**config.mk**
```make
export PLATFORM = sky130hd
export DESIGN_NAME = encoder_frame_check_watchdog_top
export DESIGN_NICKNAME = d
export VERILOG_FILES = /design/src/rtl/efcw_pkg.sv /design/src/rtl/efcw_angle_ram.sv /design/src/rtl/efcw_ctrl.sv /design/src/rtl/encoder_frame_check_watchdog_top.sv
export SDC_FILE = /design/constraint.sdc
export NUM_CORES = 1
export LEC_CHECK = 0
export ABC_AREA = 1
export BUFFER_PORTS_ARGS = -buffer_cell sky130_fd_sc_hd__buf_4
export CORE_AREA = 2 2 229 174
export DETAILED_ROUTE_END_ITERATION = 8
export DIE_AREA = 0 0 231 176
export HOLD_SLACK_MARGIN = 0.02
export PLACE_DENSITY = 0.56
export SETUP_SLACK_MARGIN = 0.02
export SYNTH_ARGS = -nofsm -noshare
export SYNTH_HDL_FRONTEND = slang
export SYNTH_SLANG_ARGS = --single-unit
export TNS_END_PERCENT = 5
```
**constraint.sdc**
```tcl
create_clock -name aclk -period 11.9 [get_ports aclk]
set_clock_uncertainty 0.1 [all_clocks]
set_input_delay 2.38 -clock aclk [delete_from_list [all_inputs] [get_ports aclk]]
set_output_delay 2.38 -clock aclk [all_outputs]
set_load 0.01 [all_outputs]
```
**src/rtl/efcw_pkg.sv**
```systemverilog
`timescale 1ns / 1ps
// shared types and constants for the encoder frame check watchdog
// no dependencies

package efcw_pkg;

    localparam int NUM_ENCODERS_DEF = 4;
    localparam int MASK_W           = 4;
    localparam int ANGLE_W          = 14;
    localparam int AGE_W            = 16;
    localparam int COUNT_W          = 32;

    localparam logic [AGE_W-1:0] TIMEOUT_AT_RESET = 16'd5;
    localparam int               WORD_ERR_POS     = 14;

    localparam logic [1:0] CMD_TICK    = 2'd0;
    localparam logic [1:0] CMD_WORD    = 2'd1;
    localparam logic [1:0] CMD_BUS_ERR = 2'd2;

    typedef struct packed {
        logic [MASK_W-1:0]  good_mask;
        logic               in_flight;
        logic               start_pulse;
        logic               select_active;
        logic [COUNT_W-1:0] stall_count;
        logic [COUNT_W-1:0] error_count;
    } status_t;

endpackage

```
**src/rtl/efcw_angle_ram.sv**
```systemverilog
`timescale 1ns / 1ps
// angle store: synchronous memory with registered read, per-entry valid bits
// depends on efcw_pkg

module efcw_angle_ram #(
    parameter int NUM_ENCODERS = efcw_pkg::NUM_ENCODERS_DEF,
    parameter int AW           = (NUM_ENCODERS > 1) ? $clog2(NUM_ENCODERS) : 1
) (
    input  logic                        aclk,
    input  logic                        aresetn,
    input  logic                        rd_en,
    input  logic                        wr_en,
    input  logic [AW-1:0]               addr,
    input  logic [efcw_pkg::ANGLE_W-1:0] wr_data,
    output logic [efcw_pkg::ANGLE_W-1:0] rd_angle
);
    import efcw_pkg::*;

    logic [ANGLE_W-1:0]      mem [NUM_ENCODERS];
    logic [NUM_ENCODERS-1:0] entry_vld_reg;
    logic [ANGLE_W-1:0]      rd_data_reg;
    logic [ANGLE_W-1:0]      fwd_data_reg;
    logic                    fwd_hit_reg;
    logic                    rd_vld_reg;

    always_ff @(posedge aclk) begin
        if (wr_en) begin
            mem[addr] <= wr_data;
        end
        if (rd_en) begin
            rd_data_reg  <= mem[addr];
            fwd_data_reg <= wr_data;
        end
    end

    always_ff @(posedge aclk) begin
        if (!aresetn) begin
            entry_vld_reg <= '0;
            fwd_hit_reg   <= 1'b0;
            rd_vld_reg    <= 1'b0;
        end else begin
            if (wr_en) begin
                entry_vld_reg[addr] <= 1'b1;
            end
            if (rd_en) begin
                // same-cycle write to the entry being read wins
                fwd_hit_reg <= wr_en;
                rd_vld_reg  <= entry_vld_reg[addr];
            end
        end
    end

    assign rd_angle = fwd_hit_reg ? fwd_data_reg :
                      (rd_vld_reg ? rd_data_reg : '0);

endmodule

```
**src/rtl/efcw_ctrl.sv**
```systemverilog
`timescale 1ns / 1ps
// transfer control: watchdog aging, frame check, masks, counters, timeout register
// depends on efcw_pkg

module efcw_ctrl #(
    parameter int NUM_ENCODERS = efcw_pkg::NUM_ENCODERS_DEF
) (
    input  logic                       aclk,
    input  logic                       aresetn,
    input  logic                       fire,
    input  logic [1:0]                 cmd,
    input  logic [15:0]                rx_word,
    input  logic [1:0]                 enc_index,
    input  logic                       last_word,
    input  logic                       start_accepted,
    input  logic                       cfg_write,
    input  logic [efcw_pkg::AGE_W-1:0] cfg_data,
    output logic                       in_range,
    output logic                       store_en,
    output efcw_pkg::status_t          status_next
);
    import efcw_pkg::*;

    logic [MASK_W-1:0]  good_mask_reg, good_mask_next;
    logic [MASK_W-1:0]  pending_reg, pending_next;
    logic               busy_reg, busy_next;
    logic               cs_reg, cs_next;
    logic [AGE_W-1:0]   age_reg, age_next;
    logic [COUNT_W-1:0] stalls_reg, stalls_next;
    logic [COUNT_W-1:0] errors_reg, errors_next;
    logic [AGE_W-1:0]   timeout_reg;
    logic               launched;
    logic               word_good;
    logic [AGE_W-1:0]   age_inc;
    logic [MASK_W-1:0]  idx_bit;

    assign in_range  = {30'd0, enc_index} < 32'(NUM_ENCODERS);
    // even parity over the whole frame, error flag clear
    assign word_good = !(^rx_word) && !rx_word[WORD_ERR_POS];
    assign age_inc   = age_reg + 1'b1;
    assign idx_bit   = MASK_W'(1) << enc_index;

    always_comb begin
        good_mask_next = good_mask_reg;
        pending_next   = pending_reg;
        busy_next      = busy_reg;
        cs_next        = cs_reg;
        age_next       = age_reg;
        stalls_next    = stalls_reg;
        errors_next    = errors_reg;
        launched       = 1'b0;
        store_en       = 1'b0;
        unique case (cmd)
            CMD_TICK: begin
                if (busy_reg) begin
                    age_next = age_inc;
                    if (age_inc >= timeout_reg) begin
                        stalls_next    = stalls_reg + 1'b1;
                        busy_next      = 1'b0;
                        cs_next        = 1'b0;
                        age_next       = '0;
                        pending_next   = '0;
                        good_mask_next = '0;
                    end
                end else begin
                    age_next     = '0;
                    pending_next = '0;
                    busy_next    = start_accepted;
                    cs_next      = start_accepted;
                    launched     = start_accepted;
                end
            end
            CMD_WORD: begin
                if (busy_reg) begin
                    if (word_good && in_range) begin
                        store_en     = 1'b1;
                        pending_next = pending_reg | idx_bit;
                    end
                    if (last_word) begin
                        good_mask_next = pending_next;
                        pending_next   = '0;
                        busy_next      = 1'b0;
                        cs_next        = 1'b0;
                        age_next       = '0;
                    end
                end
            end
            CMD_BUS_ERR: begin
                errors_next    = errors_reg + 1'b1;
                busy_next      = 1'b0;
                cs_next        = 1'b0;
                age_next       = '0;
                pending_next   = '0;
                good_mask_next = '0;
            end
            default: begin
            end
        endcase
    end

    always_comb begin
        status_next.good_mask     = good_mask_next;
        status_next.in_flight     = busy_next;
        status_next.start_pulse   = launched;
        status_next.select_active = cs_next;
        status_next.stall_count   = stalls_next;
        status_next.error_count   = errors_next;
    end

    always_ff @(posedge aclk) begin
        if (!aresetn) begin
            good_mask_reg <= '0;
            pending_reg   <= '0;
            busy_reg      <= 1'b0;
            cs_reg        <= 1'b0;
            age_reg       <= '0;
            stalls_reg    <= '0;
            errors_reg    <= '0;
            timeout_reg   <= TIMEOUT_AT_RESET;
        end else begin
            if (fire) begin
                good_mask_reg <= good_mask_next;
                pending_reg   <= pending_next;
                busy_reg      <= busy_next;
                cs_reg        <= cs_next;
                age_reg       <= age_next;
                stalls_reg    <= stalls_next;
                errors_reg    <= errors_next;
            end
            if (cfg_write) begin
                timeout_reg <= cfg_data;
            end
        end
    end

    a_select_tracks_busy: assert property (@(posedge aclk) disable iff (!aresetn)
        busy_reg == cs_reg)
        else $error("chip select out of step with transfer state");

    a_bus_error_counts: assert property (@(posedge aclk) disable iff (!aresetn)
        fire && cmd == CMD_BUS_ERR |=> errors_reg == $past(errors_reg) + 1'b1 && !busy_reg)
        else $error("bus error not counted or transfer not aborted");

    a_store_needs_busy: assert property (@(posedge aclk) disable iff (!aresetn)
        store_en |-> busy_reg && cmd == CMD_WORD && in_range)
        else $error("angle stored outside a transfer");

endmodule

```
**src/rtl/encoder_frame_check_watchdog_top.sv**
```systemverilog
`timescale 1ns / 1ps
// top level of the encoder frame check watchdog
// depends on efcw_pkg, efcw_ctrl, efcw_angle_ram

// Usage
//   s_* channel: one command item per accepted valid/ready handshake
//   (tick or start request, received encoder word, bus error).
//   m_* channel: one status item per command item, in order, showing the
//   state after that command: selected stored angle, valid mask, transfer
//   flags and the stall and bus error counters.
//   cfg_* channel: writes the 16-bit timeout in ticks; write it only while
//   no item is outstanding. cfg_ready is always high.
// Pipeline
//   each item passes the read stage and then the output register: the
//   control update and the angle memory read happen when the item is
//   accepted, and the output register loads from the read stage when it
//   can move. One item per cycle is sustained while m_ready stays high;
//   a write to the entry being read is forwarded into the read data.
// Reset and stall
//   aresetn low clears all control state, the counters, the angle valid
//   bits and restores a timeout of 5 ticks. When m_ready is low a full output
//   register holds and the read stage holds behind it; s_ready drops once both are full.

module encoder_frame_check_watchdog_top #(
    parameter int NUM_ENCODERS = efcw_pkg::NUM_ENCODERS_DEF
) (
    input  logic                         aclk,
    input  logic                         aresetn,
    input  logic                         s_valid,
    output logic                         s_ready,
    input  logic [1:0]                   s_cmd,
    input  logic [15:0]                  s_rx_word,
    input  logic [1:0]                   s_enc_index,
    input  logic                         s_last_word,
    input  logic                         s_start_accepted,
    output logic                         m_valid,
    input  logic                         m_ready,
    output logic [efcw_pkg::ANGLE_W-1:0] m_angle,
    output logic [efcw_pkg::MASK_W-1:0]  m_good_mask,
    output logic                         m_in_flight,
    output logic                         m_start_pulse,
    output logic                         m_select_active,
    output logic [efcw_pkg::COUNT_W-1:0] m_stall_count,
    output logic [efcw_pkg::COUNT_W-1:0] m_error_count,
    input  logic                         cfg_valid,
    output logic                         cfg_ready,
    input  logic [efcw_pkg::AGE_W-1:0]   cfg_data
);
    import efcw_pkg::*;

    localparam int AW = (NUM_ENCODERS > 1) ? $clog2(NUM_ENCODERS) : 1;

    logic               s_fire;
    logic               s1_move;
    logic               in_range;
    logic               store_en;
    status_t            status_next;
    logic [ANGLE_W-1:0] rd_angle;

    logic               s1_valid_reg;
    status_t            s1_status_reg;
    logic               s1_in_range_reg;

    logic               m_valid_reg;
    logic [ANGLE_W-1:0] m_angle_reg;
    status_t            m_status_reg;

    assign cfg_ready = 1'b1;
    assign s1_move   = s1_valid_reg && (!m_valid_reg || m_ready);
    assign s_ready   = !s1_valid_reg || !m_valid_reg || m_ready;
    assign s_fire    = s_valid && s_ready;

    efcw_ctrl #(
        .NUM_ENCODERS(NUM_ENCODERS)
    ) u_ctrl (
        .aclk          (aclk),
        .aresetn       (aresetn),
        .fire          (s_fire),
        .cmd           (s_cmd),
        .rx_word       (s_rx_word),
        .enc_index     (s_enc_index),
        .last_word     (s_last_word),
        .start_accepted(s_start_accepted),
        .cfg_write     (cfg_valid && cfg_ready),
        .cfg_data      (cfg_data),
        .in_range      (in_range),
        .store_en      (store_en),
        .status_next   (status_next)
    );

    efcw_angle_ram #(
        .NUM_ENCODERS(NUM_ENCODERS),
        .AW          (AW)
    ) u_ram (
        .aclk    (aclk),
        .aresetn (aresetn),
        .rd_en   (s_fire && in_range),
        .wr_en   (s_fire && store_en),
        .addr    (AW'(s_enc_index)),
        .wr_data (s_rx_word[ANGLE_W-1:0]),
        .rd_angle(rd_angle)
    );

    // read stage: holds status while the angle read completes
    always_ff @(posedge aclk) begin
        if (!aresetn) begin
            s1_valid_reg <= 1'b0;
        end else if (s_fire) begin
            s1_valid_reg <= 1'b1;
        end else if (s1_move) begin
            s1_valid_reg <= 1'b0;
        end
    end

    always_ff @(posedge aclk) begin
        if (s_fire) begin
            s1_status_reg   <= status_next;
            s1_in_range_reg <= in_range;
        end
    end

    // output register
    always_ff @(posedge aclk) begin
        if (!aresetn) begin
            m_valid_reg <= 1'b0;
        end else if (s1_move) begin
            m_valid_reg <= 1'b1;
        end else if (m_ready) begin
            m_valid_reg <= 1'b0;
        end
    end

    always_ff @(posedge aclk) begin
        if (s1_move) begin
            m_angle_reg  <= s1_in_range_reg ? rd_angle : '0;
            m_status_reg <= s1_status_reg;
        end
    end

    assign m_valid         = m_valid_reg;
    assign m_angle         = m_angle_reg;
    assign m_good_mask     = m_status_reg.good_mask;
    assign m_in_flight     = m_status_reg.in_flight;
    assign m_start_pulse   = m_status_reg.start_pulse;
    assign m_select_active = m_status_reg.select_active;
    assign m_stall_count   = m_status_reg.stall_count;
    assign m_error_count   = m_status_reg.error_count;

    a_ready_low_only_full: assert property (@(posedge aclk) disable iff (!aresetn)
        !s_ready |-> s1_valid_reg && m_valid_reg && !m_ready)
        else $error("input stalled with room in the pipeline");

    a_item_reaches_output: assert property (@(posedge aclk) disable iff (!aresetn)
        s1_valid_reg && !m_valid_reg |=> m_valid_reg)
        else $error("read stage item did not advance");

    a_start_implies_flight: assert property (@(posedge aclk) disable iff (!aresetn)
        m_valid_reg && m_status_reg.start_pulse |-> m_status_reg.in_flight)
        else $error("start reported without a transfer in flight");

endmodule

```
# ---- After elaboration in Yosys (flattened, before gate mapping)
# Memory sizes are Yosys's and may differ from the RTL's. A register that Yosys moved wholly into a read port is not among the register bits.
# Cells that the tools add are included.
dict set report op_classes {
  reduce_logical 20
  addsub 3
  n_shift 1
  muxes 45
  bitwise_logic 3
  n_eq_ne 5
  n_lt_le_gt_ge 3
}
# cell n
set op_table {}
lappend op_table {{2-to-1 mux 32 bit} 4}
lappend op_table {{adder 32 x 1 -> 32 bit (second input constant)} 2}
lappend op_table {{2-to-1 mux 16 bit} 4}
lappend op_table {{one-hot mux 16 bit (3 select lines)} 1}
lappend op_table {{2-to-1 mux 4 bit} 9}
lappend op_table {{2-to-1 mux 14 bit} 2}
lappend op_table {{one-hot mux 4 bit (3 select lines)} 2}
lappend op_table {{2-to-1 mux 1 bit} 19}
lappend op_table {{adder 16 x 1 -> 16 bit (second input constant)} 1}
lappend op_table {{>= comparator 16 bit} 1}
lappend op_table {{XOR reduction 16 bit} 1}
lappend op_table {{bitwise OR 4 bit} 2}
lappend op_table {{AND reduction 4 bit} 2}
lappend op_table {{one-hot mux 1 bit (3 select lines)} 2}
lappend op_table {{logical AND 1 bit} 5}
lappend op_table {{zero test 1 bit} 4}
lappend op_table {{nonzero test 2 bit} 2}
lappend op_table {{<< shifter 1 x 2 -> 4 bit (first input constant)} 1}
lappend op_table {{logical OR 1 bit} 3}
lappend op_table {{< comparator 2 x 3 -> 1 bit (second input constant)} 1}
lappend op_table {{!= test 3 bit (second input constant)} 1}
lappend op_table {{nonzero test 3 bit} 1}
lappend op_table {{binary-select mux 1 bit (select 2 bit)} 1}
lappend op_table {{demux 1 bit (select 2 bit)} 1}
lappend op_table {{other kinds (8)} 8}
dict set report totals {
  regBits 284
  ramBits 56
  word_cells 108
  mem_count 1
}
# memory depth word_bits read_ports rd_ports_with_merged_regs wr line_no
set mem_list {}
lappend mem_list {u_ram.mem 4 14 1 1 1 efcw_angle_ram.sv:19} ;# logic [ANGLE_W-1:0] mem [NUM_ENCODERS];

# ---- Depth between registers and ports, before layout
# Gate-level depths: netlist of the first run.
dict set report logic_depth {
  ltp_word 9
  ltp_mapped 24
  depth_no_buf 23
}

# ---- Hierarchy
# Synthesis of the first run repeated with hierarchy kept, for this count alone.
dict set report unflattened {
  hier_cells 1551
  area_unflattened_um2 15401.0
}
# module n_inst area_per_inst_um2 seq_area_each_um2 cells_each
set by_module_without_submodules {}
lappend by_module_without_submodules {efcw_ctrl 1 7105.6 2122.0 1123}
lappend by_module_without_submodules {encoder_frame_check_watchdog_top 1 4948.5 4754.6 205}
lappend by_module_without_submodules {efcw_angle_ram 1 3347.0 2642.5 223}

# ---- Worst setup path after synthesis of the first run
# Ideal clock, no wire load.
dict set report synth_timing {
  path_kind {input-to-reg}
  start {input port m_ready}
  end {register m_angle_reg[0] (netlist: m_angle[0]), enable pin}
  path_slack_ns 4.763
  cell_stages 2
  setup_ns 0.557
  t_arrival_ns 6.480
  path_cell_list {inv_2 a21oi_1}
}
dict set report synth_via {
  elab_chain_cells 2
}
# element line_no
set synth_rtl {}
lappend synth_rtl {{start: declaration} encoder_frame_check_watchdog_top.sv:37} ;# input logic m_ready,
lappend synth_rtl {{logical OR 1 bit} encoder_frame_check_watchdog_top.sv:69} ;# assign s1_move = s1_valid_reg && (!m_valid_reg || m_ready);
lappend synth_rtl {{logical AND 1 bit} encoder_frame_check_watchdog_top.sv:69}
lappend synth_rtl {{via s1_move} encoder_frame_check_watchdog_top.sv:54} ;# logic s1_move;
lappend synth_rtl {{end signal: assignment} encoder_frame_check_watchdog_top.sv:135} ;# m_angle_reg <= s1_in_range_reg ? rd_angle : '0;
lappend synth_rtl {{end: declaration} encoder_frame_check_watchdog_top.sv:65} ;# logic [ANGLE_W-1:0] m_angle_reg;
# The timed path passes the listed nets, and every way through them passes these cells.
# A chain may end at the register's enable or synchronous reset.

# ---- Final worst setup path of the first run
dict set report layout_timing {
  start {input port m_ready}
  end {output port s_ready}
}
dict set report layout_via {
  elab_chain_cells 1
}
# element line_no
set layout_rtl {}
lappend layout_rtl {{logical OR 1 bit} encoder_frame_check_watchdog_top.sv:70} ;# assign s_ready = !s1_valid_reg || !m_valid_reg || m_ready;
lappend layout_rtl {{end: declaration} encoder_frame_check_watchdog_top.sv:30} ;# output logic s_ready,
# No other way between the ends.

==> results.py, run 1 <==
metrics = {
    "clock_tree": {
        "cts_setup_buffers": 0,
        "htree_levels": 2,
        "cts_max_path_buffers": 3,
        "cts-resized-gates": 0,
        "cts_tree": "built",
        "clkLatencyLatePin_ns": 0.53,
        "cts-hold-fix-buffers": 0,
        "path_clk_slew_ns": 0.06,
        "numCtsBuffers": 37,
        "cts.sinks": 354,
        "root_buffer": "clkbuf_16",
    },
    "yosys": {
        "ys_seq_area_share_pct": 62.4,
        "synth_seq_cells": 354,
        "ys_warn_count": 0,
        "syn_avg_cell_area_um2": 10.0,
        "syn_inst": 1515,
        "syn_nets": 1581,
        "synth_area_um2": 15200,
        "synth.distinct_cells": 44,
    },
    "die": {
        "core_um2": 38200,
        "initial_core_util_pct": 39.9,
        "die_w_um": 231,
        "die_h_um": 176,
        "io_pins": 131,
        "die_area_um2": 40700,
        "rows": 62,
    },
    "pwr": {
        "total_power_w": 0.00275,
        "leakage_nw": 7.73,
        "peakVddDrop_uv": 79.9,
        "p_int_w": 0.00213,
        "clkPwrFrac_pct": 41.8,
        "p_switching_w": 0.000623,
        "seqPwrFrac_pct": 51.3,
        "p_sw_share_pct": 22.7,
        "power.density_nw_per_um2": 154,
        "combPwrFrac_pct": 6.9,
    },
    "sta": {
        "final_hold_viol_count": 0,
        "timing.setup.tns_ns": 0,
        "min_period_ns": 5.56,
        "max_clock_freq_mhz": 180,
        "rsz0062_at_grt": "no",
        "slew-limit-headroom_pct": 38.4,
        "whs_ns": 0.314,
        "worst_pin_slew_ns": 0.923,
        "setup_viol": 0,
        "fin_crit_sh_pct": 46.7,
        "drv_slew": 0,
    },
    "grt": {
        "grt_overflow_total": 0,
        "grt_pass1_wl_um": 51000,
        "grt_pass1_vias": 9760,
        "grt_usage_pct": 15.7,
        "grt_start_max_net_pins": 89,
        "antenna_found_initial": 1,
    },
    "outcome": {
        "status": "completed",
    },
    "setup_path": {
        "crit_start": "m_ready",
        "arrival_ns": 3.08,
        "endpoint_kind": "output port",
        "cp_max_fo": 2,
        "required_ns": 9.42,
        "start_kind": "input pin",
        "critPathKind": "input pin to output port",
        "r2r-start": "u_ctrl.age_reg[0]",
    },
    "routing": {
        "routed_via_density": 4.71,
        "ant_nets": 0,
        "vias": 10300,
        "avgRoutedWirePerCell_um": 14.3,
        "post-route-drc-count": 0,
        "drt_iter0_drc": 672,
        "first_pass_iters": 5,
        "wl_um": 31300,
    },
    "placement": {
        "place_hpwl_um": 20400,
        "routabilityCongestion": 0.821,
        "io_buffers": 129,
    },
    "run": {
        "cap_violations": 0,
    },
    "worst_hold_path": {
        "min_from": "s1_status_reg[32]",
        "min_path_type": "flop to flop",
    },
    "finish": {
        "syn2layout_area_growth_pct": 17.7,
        "nets": 1712,
        "drive_above_1_share_pct": 14.6,
        "largest_reg_flops": 71,
        "nFillCells": 3607,
    },
}
## layout make-up
cell class	instances	area [um2]	area share (%)
Sequential cell	354	9490	53.0
Multi-Input combinational cell	875	4630	25.9
Timing Repair Buffer	137	1030	5.74
Clock buffer	48	988	5.52
Inverter	241	905	5.05
Tap cell	512	641	3.58
Clock inverter	18	221	1.24
Antenna cell	1	2.50	0.0140
## final timing paths
check	endpoint	slack, ns	depth (start not counted)
max	s_ready	6.34	6
min	m_stall_count[0]	0.31	0
max reg2reg	s1_status_reg[42]	7.71	20
min reg2reg	m_stall_count[0]	0.31	0
## metrics by stage
step	worst slack, ns	instance area (um2)	util [%]	cells
2_1_floorplan	4.76	15200	-	1515
3_3_place_gp	6.35	16700	43.7	2119
3_5_place_dp	6.34	16700	43.7	2119
4_1_cts	6.34	17900	46.9	2185
5_1_grt	6.27	17900	46.9	2185
6_report	6.34	17900	46.9	2186
## power by group through the flow
stage | clock, W | sequential (W) | combinational (W)
global placement | 0 | 0.00144 | 0.000187
floorplan | 0 | 0.00144 | 0.000112
finish | 0.00115 | 0.00141 | 0.000190
global route | 0.00123 | 0.00142 | 0.000218
CTS | 0.00119 | 0.00141 | 0.000192
detailed placement | 0 | 0.00144 | 0.000192
## worst max-delay path, cell delays in order
cell	delay, ns
buf_4	0.11
inv_2	0.07
nand2_2	0.06
nor2_2	0.21
inv_1	0.09
buf_4	0.15
## synthesized netlist by cell type, drive strengths merged
library cell / count / share of area (%)
edfxtp: 240 / 47
dfxtp: 114 / 15
and3b: 1 / 0.058
o21a: 5 / 0.25
nand2: 335 / 8.5
a31oi: 2 / 0.082
nand4: 19 / 0.78
a22oi: 37 / 1.8
inv: 237 / 5.8
nand3: 93 / 3.2
xor2: 49 / 2.9
o2111ai: 1 / 0.058
nor3: 24 / 1.3
o21ai: 83 / 2.8
clkbuf: 33 / 0.81
o21bai: 3 / 0.15
nand3b: 2 / 0.099
or2: 2 / 0.082
nor2: 88 / 2.6
clkinv: 4 / 0.099
xnor2: 5 / 0.34
a21o: 2 / 0.099
a211oi: 2 / 0.099
ha: 23 / 1.9
conb: 1 / 0.025
a21oi: 94 / 3.1
nor4: 4 / 0.16
buf: 12 / 0.51
## cells by family after synthesis
logic type | synth area share (%)
other | 0.0247
DFF | 62.4
xor gates and xnor gates | 3.21
adders and majority gates | 1.89
AOI/OAI and AO/OA | 8.48
buffers and inverters | 7.27
and+or+nand+nor | 16.7
## cell usage in the layout (no fill, tap or decap), types with 5 or more instances in the layout
| cell type | count |
|---|---|
| nor2_2 | 6 |
| edfxtp_1 | 240 |
| nor2_1 | 76 |
| o21a_1 | 5 |
| clkbuf_1 | 10 |
| nand2_1 | 324 |
| clkbuf_16 | 38 |
| ha_1 | 23 |
| a22oi_1 | 37 |
| a21oi_1 | 91 |
| nor3_2 | 10 |
| o21ai_1 | 14 |
| dfxtp_1 | 114 |
| nand4_1 | 19 |
| nand3_1 | 89 |
| inv_1 | 232 |
| xor2_1 | 48 |
| clkinvlp_4 | 5 |
| o21ai_0 | 67 |
| clkinv_1 | 6 |
| inv_2 | 6 |
| nor2_4 | 5 |
| buf_4 | 137 |
| nor3_1 | 12 |
| nand2_2 | 10 |
## routing by layer
metal	wire length, um	share of wire [%]	GRT usage (%)
met1	15200	49	22.5
met5	0	0	0
met2	14000	45	24.6
met4	536	1.7	4.52
met3	1590	5.1	2.81
No activity file was read; power rests on OpenSTA's default activity.
==> inputs of run 2 (changes only) <==
--- a/config.mk
+++ b/config.mk
@@ -11,7 +11,7 @@
 export DETAILED_ROUTE_END_ITERATION = 8
 export DIE_AREA = 0 0 231 176
 export HOLD_SLACK_MARGIN = 0.02
-export PLACE_DENSITY = 0.56
+export PLACE_DENSITY = 0.58
 export SETUP_SLACK_MARGIN = 0.02
 export SYNTH_ARGS = -nofsm -noshare
 export SYNTH_HDL_FRONTEND = slang
==> constraint.sdc (replaced) <==
create_clock -name aclk -period 5 [get_ports aclk]
set_clock_uncertainty 0.1 [all_clocks]
set_input_delay 1 -clock aclk [delete_from_list [all_inputs] [get_ports aclk]]
set_output_delay 1 -clock aclk [all_outputs]
set_load 0.01 [all_outputs]
==> run 2 against run 1 <==
  * Combinational power rose by 140%
  * Global-route usage fell by 0.079 points
  * Sequential power rose by 140%
  * Power rose by 140%
  * Non-clock buffer count did not move
  * Largest cell class unchanged
  * Utilization did not move
  * Largest power group unchanged
  * Worst hold slack got worse by 0.013 ns
  * Critical path depth rose by 16
==> results.py, run 2 (synthesis gave the netlist of run 1 again) <==
metrics = {
    "grt": {
        "use_met1_pct": 22.5,
        "met2_usage_pct": 24.4,
        "antenna_found_initial": 1,
        "met3_usage_pct": 2.94,
        "grt_usage_pct": 15.7,
        "grt_pass1_wl_um": 51000,
        "grt-busiest-layer": "met2",
        "grt_pass1_vias": 9774,
        "grt_overflow_total": 0,
        "grt_start_max_net_pins": 89,
    },
    "finish": {
        "register_area_um2": 9490,
        "syn2layout_area_growth_pct": 17.7,
        "final_common_cell": "nand2_1",
        "most-common-layout-cells": "nand2_1 (324), edfxtp_1 (240), inv_1 (232)",
        "nFillCells": 3600,
        "nets": 1712,
        "largest_reg_flops": 71,
        "stdcell_count": 2186,
        "multi_input_area_um2": 4630,
        "drive_above_1_share_pct": 14.5,
    },
    "sta": {
        "setup_viol": 0,
        "max_clock_freq_mhz": 257,
        "final_hold_viol_count": 0,
        "worst_pin_slew_ns": 1.07,
        "min_period_ns": 3.90,
        "fin_crit_sh_pct": 77.9,
        "setup_ws_ns": 1.10,
        "slew-limit-headroom_pct": 28.7,
        "drv_slew": 0,
        "timing.setup.tns_ns": 0,
        "rsz0062_at_grt": "no",
    },
    "clock_tree": {
        "path_clk_slew_ns": 0.06,
        "cts.sinks": 354,
        "numCtsBuffers": 37,
        "cts_setup_buffers": 0,
        "cts-resized-gates": 0,
        "cts_tree": "built",
        "htree_levels": 2,
        "cts_max_path_buffers": 3,
        "cts-hold-fix-buffers": 0,
        "root_buffer": "clkbuf_16",
        "clkLatencyLatePin_ns": 0.52,
    },
    "die": {
        "initial_core_util_pct": 39.9,
        "io_pins": 131,
        "die_h_um": 176,
        "die_w_um": 231,
        "rows": 62,
        "core_um2": 38200,
        "die_area_um2": 40700,
    },
    "routing": {
        "avgRoutedWirePerCell_um": 14.5,
        "routed_via_density": 4.75,
        "ant_nets": 0,
        "wl_um": 31700,
        "vias": 10400,
        "drt_iter0_drc": 784,
        "first_pass_iters": 5,
        "post-route-drc-count": 0,
    },
    "setup_path": {
        "max_stage_delay_ns": 0.39,
        "arrival_ns": 4.20,
        "endpoint_kind": "flop",
        "cp_slowest_cell": "dfxtp_1",
        "path_buf_inv": 2,
        "cp_max_fo": 22,
        "required_ns": 5.31,
        "crit_chain": "ha_1 -> nand2_1 -> nor3_2 -> nand2_1 -> nor2_2 -> nand3_2 -> nor2_2 -> nand3_1 -> xnor2_2 -> ha_1 -> nand2_1 -> o21bai_1 -> nand2_1 -> a21oi_1 -> nand3_2 -> nand2_2 -> inv_2 -> nand2_1 -> xor2_1 -> nand2_1 -> nand2_1 -> inv_1",
        "crit_family": "simple AND/OR/NAND/NOR gates",
        "start_kind": "flop",
        "cp_common_cell": "nand2_1",
        "critPathKind": "flop to flop",
    },
    "pwr": {
        "power.density_nw_per_um2": 365,
        "p_sw_share_pct": 22.6,
        "peakVddDrop_uv": 190,
        "clkPwrFrac_pct": 41.6,
        "p_switching_w": 0.00147,
        "combPwrFrac_pct": 7.0,
        "leakage_nw": 7.74,
        "seqPwrFrac_pct": 51.4,
        "p_int_w": 0.00506,
    },
    "placement": {
        "dp_slack_ns": 1.09,
        "routabilityCongestion": 0.811,
        "io_buffers": 129,
        "placed_cells": 2119,
        "place_hpwl_um": 20900,
    },
    "run": {
        "cap_violations": 0,
    },
    "worst_hold_path": {
        "min_path_type": "flop to flop",
    },
    "outcome": {
        "status": "completed",
    },
}
[run 2: cell count changes in the layout (fill, tap and decap cells not counted), sizes merged]
cell,before,now
bufinv,4,3
clkbuf,48,51
clkinvlp,5,1
inv,238,240
[run 2: final timing paths]
kind	startpoint	endpoint	slack, ns	cells after the start
min reg2reg	s1_status_reg[70]	m_good_mask[3]	0.30	0
max reg2reg	u_ctrl.age_reg[0]	u_ctrl.stalls_reg[4]	1.10	22
max	u_ctrl.age_reg[0]	u_ctrl.stalls_reg[4]	1.10	22
min	s1_status_reg[70]	m_good_mask[3]	0.30	0
[run 2: cell type report]
cell class              count  share of cell area (%)
well taps                 512                    3.58
flip-flops and latches    354                    53.0
clock inverters            15                   0.881
multi-input cells         875                    25.9
diodes                      1                  0.0140
repair buffers            137                    5.81
clock buffers              51                    5.81
inverters                 241                    5.05
[run 2: layer usage]
metal / up-vias / part of all wire [%]
met5: - / 0
met1: 4833 / 49
met3: 51 / 5.1
met4: 0 / 2.0
li1: 5292 / -
met2: 201 / 44
[run 2: metrics by stage]
| step | hold slack (ns) | cell area (um2) | total power, W | utilization [%] |
|---|---|---|---|---|
| floorplan | 0.300 | 15200 | 0.00369 | - |
| global placement | 0.303 | 16700 | 0.00387 | 43.8 |
| detailed placement | 0.305 | 16700 | 0.00388 | 43.8 |
| CTS | 0.307 | 17900 | 0.00663 | 46.9 |
| global route | 0.320 | 17900 | 0.00681 | 46.9 |
| finish | 0.301 | 17900 | 0.00654 | 46.9 |
[run 2: power groups by stage]
stage                     clock (W)  sequential (W)  combinational (W)
after detailed placement          0         0.00342           0.000459
final                       0.00272         0.00336           0.000455
after global placement            0         0.00342           0.000448
after floorplan                   0         0.00342           0.000268
after CTS                   0.00281         0.00336           0.000461
after global routing        0.00292         0.00337           0.000517
[run 2: worst reg2reg max path, stage by stage, from the launching register on]
cell      delay, ns
dfxtp_1        0.39
ha_1           0.20
nand2_1        0.10
nor3_2         0.19
nand2_1        0.11
nor2_2         0.14
nand3_2        0.11
nor2_2         0.13
nand3_1        0.12
xnor2_2        0.16
ha_1           0.28
nand2_1        0.11
o21bai_1       0.13
nand2_1        0.06
a21oi_1        0.14
nand3_2        0.34
nand2_2        0.25
inv_2          0.20
nand2_1        0.13
xor2_1         0.19
nand2_1        0.07
nand2_1        0.10
inv_1          0.04
==> inputs of run 3 (changes only) <==
==> constraint.sdc (replaced) <==
create_clock -name aclk -period 3.45 [get_ports aclk]
set_clock_uncertainty 0.1 [all_clocks]
set_input_delay 0.69 -clock aclk [delete_from_list [all_inputs] [get_ports aclk]]
set_output_delay 0.69 -clock aclk [all_outputs]
set_load 0.01 [all_outputs]
==> run 3 against run 2 <==
  * Sequential share of layout area is 1.1 points lower
  * Routed wire length grew 3.3%
  * Setup slack got worse by 0.95 ns
  * Clock-buffer cell count down 2
  * Combinational power grew 49%
  * Via count increased by 1.8%
  * Worst hold slack worse by 0.017 ns
  * Global-route usage grew 0.33 points
  * Clock power is 45% higher
  * Final cell count increased by 1.1%
  * Register-to-register slack worse by 0.95 ns
  * Critical path type unchanged
  * Critical endpoint is now u_ctrl.stalls_reg[28]
  * Largest power group unchanged
==> results.py, run 3 (synthesis gave the netlist of run 1 again) <==
metrics = {
    "outcome": {
        "status": "completed",
    },
    "clock_tree": {
        "numCtsBuffers": 37,
        "path_clk_slew_ns": 0.06,
        "cts_tree": "built",
        "cts.sinks": 354,
        "cts-hold-fix-buffers": 0,
        "cts_max_path_buffers": 3,
        "clkLatencyLatePin_ns": 0.53,
        "htree_levels": 2,
        "root_buffer": "clkbuf_16",
    },
    "pwr": {
        "combPwrFrac_pct": 7.1,
        "power.density_nw_per_um2": 518,
        "leakage_nw": 7.92,
        "p_sw_share_pct": 22.8,
        "seqPwrFrac_pct": 51.3,
        "clkPwrFrac_pct": 41.6,
        "peakVddDrop_uv": 264,
        "total_power_w": 0.00949,
        "p_int_w": 0.00733,
        "p_switching_w": 0.00216,
    },
    "routing": {
        "drt_iter0_drc": 766,
        "vias": 10600,
        "wl_um": 32800,
        "ant_nets": 0,
        "avgRoutedWirePerCell_um": 14.8,
        "routed_via_density": 4.78,
        "first_pass_iters": 5,
        "post-route-drc-count": 0,
    },
    "worst_hold_path": {
        "min_path_type": "input pin to flop",
        "holdPathEnd": "u_ctrl.timeout_reg[0]",
        "min_from": "cfg_data[0]",
        "min_path_cells": 3,
    },
    "sta": {
        "setup_viol": 0,
        "max_clock_freq_mhz": 303,
        "setup_ws_ns": 0.151,
        "min_period_ns": 3.30,
        "whs_ns": 0.284,
        "slew-limit-headroom_pct": 39.0,
        "rsz0062_at_grt": "yes",
        "fin_crit_sh_pct": 95.6,
        "final_hold_viol_count": 0,
        "worst_pin_slew_ns": 0.915,
        "drv_slew": 0,
    },
    "finish": {
        "largest_reg_flops": 71,
        "nFillCells": 3549,
        "drive_above_1_share_pct": 17.0,
        "most-common-layout-cells": "nand2_1 (316), edfxtp_1 (240), inv_1 (232)",
        "final_common_cell": "nand2_1",
        "nets": 1734,
        "syn2layout_area_growth_pct": 20.4,
        "final_area_um2": 18300,
    },
    "placement": {
        "routabilityCongestion": 0.830,
        "dp_slack_ns": -0.0612,
        "io_buffers": 129,
        "placed_area_um2": 16900,
        "place_hpwl_um": 21200,
    },
    "setup_path": {
        "r2r-start": "u_ctrl.age_reg[1]",
        "r2r-end": "u_ctrl.stalls_reg[28]",
        "cp_max_fo": 8,
        "endpoint_kind": "flop",
        "critPathKind": "flop to flop",
        "rr_worst_depth": 22,
        "reg2reg_slack_ns": 0.15,
        "required_ns": 3.77,
        "arrival_ns": 3.62,
        "start_kind": "flop",
    },
    "grt": {
        "grt_pass1_vias": 10100,
        "grt_start_max_net_pins": 147,
        "grt_usage_pct": 16.0,
        "antenna_found_initial": 1,
        "grt_pass1_wl_um": 52300,
        "grt_overflow_total": 0,
    },
    "run": {
        "cap_violations": 0,
    },
    "die": {
        "die_area_um2": 40700,
        "io_pins": 131,
        "initial_core_util_pct": 39.9,
        "core_um2": 38200,
        "rows": 62,
        "die_w_um": 231,
        "die_h_um": 176,
    },
}
run 3: cell count changes in the layout (fill, tap and decap cells not counted), moves of 4 or more:
cell     delta
nor2_1      -4
nand2_1     -8
buf_4      +17
dfxtp_1     -5
buf_12      +4
nand3_4     +4
nor2_4      +5
nand2_2     +6
run 3: area by class of cell:
cell class / count / area, um2 / share of cell area, %
flip-flops and latches: 354 / 9500 / 51.9
multi-input cells: 875 / 4790 / 26.2
repair buffers: 159 / 1260 / 6.90
clock buffers: 49 / 1020 / 5.59
inverters: 241 / 910 / 4.97
well taps: 512 / 641 / 3.50
clock inverters: 19 / 178 / 0.970
diodes: 1 / 2.50 / 0.0137
run 3: what timing repair did:
| action | CTS | global route |
|---|---|---|
| gates resized for setup | 4 | 44 |
| setup endpoints to repair | 24 | 96 |
| pin swaps | 3 | 19 |
| buffers inserted | 0 | 7 |
run 3: how the worst max path moves through the flow:
stage / from / end / slack, ns / cells after the start
2_1_floorplan: u_ctrl.age_reg[0] / s1_status_reg[45] / 0.23 / 21
3_3_place_gp: u_ctrl.age_reg[0] / u_ctrl.stalls_reg[17] / 0.06 / 22
3_5_place_dp: u_ctrl.age_reg[0] / u_ctrl.stalls_reg[28] / -0.06 / 22
4_1_cts: u_ctrl.age_reg[1] / s1_status_reg[57] / 0.02 / 20
5_1_grt: u_ctrl.age_reg[2] / u_ctrl.stalls_reg[28] / -0.07 / 22
6_report: u_ctrl.age_reg[1] / u_ctrl.stalls_reg[28] / 0.15 / 22
run 3: per-layer routing:
metal,share of wire (%),GRT usage [%]
met1,48,22.5
met2,45,25.4
met3,4.5,2.76
met4,1.9,4.70
met5,0,0
run 3: critical path: stages (launching register included):
cell and delay, ns:
dfxtp_4 0.36, ha_4 0.14, nand2_4 0.06, nor3_4 0.13, nand2_2 0.10, nor2_4 0.14
nand3_4 0.10, nor2_4 0.14, nand3_2 0.09, xnor2_2 0.15, ha_1 0.29, nand2_2 0.08
nor3_4 0.22, nand3_2 0.12, nand3_4 0.13, buf_8 0.15, nand3_4 0.10, nor2_4 0.19
nand2_1 0.09, nand2_1 0.09, nand3_1 0.06, nand2_1 0.10, inv_1 0.04
run 3: through the flow:
stage	setup TNS [ns]	std cells	util, %
CTS	0	2202	47.4
global placement	0	2134	44.2
detailed placement	-0.696	2134	44.2
global route	-0.322	2210	48.0
finish	0	2210	48.0
floorplan	0	1515	-
run 3: power by group through the flow:
stage / registers, W / logic [W] / clock network, W
after detailed placement: 0.00496 / 0.000675 / 0
after global routing: 0.00489 / 0.000766 / 0.00423
after global placement: 0.00496 / 0.000660 / 0
after CTS: 0.00487 / 0.000679 / 0.00405
after floorplan: 0.00496 / 0.000389 / 0
final: 0.00487 / 0.000678 / 0.00394
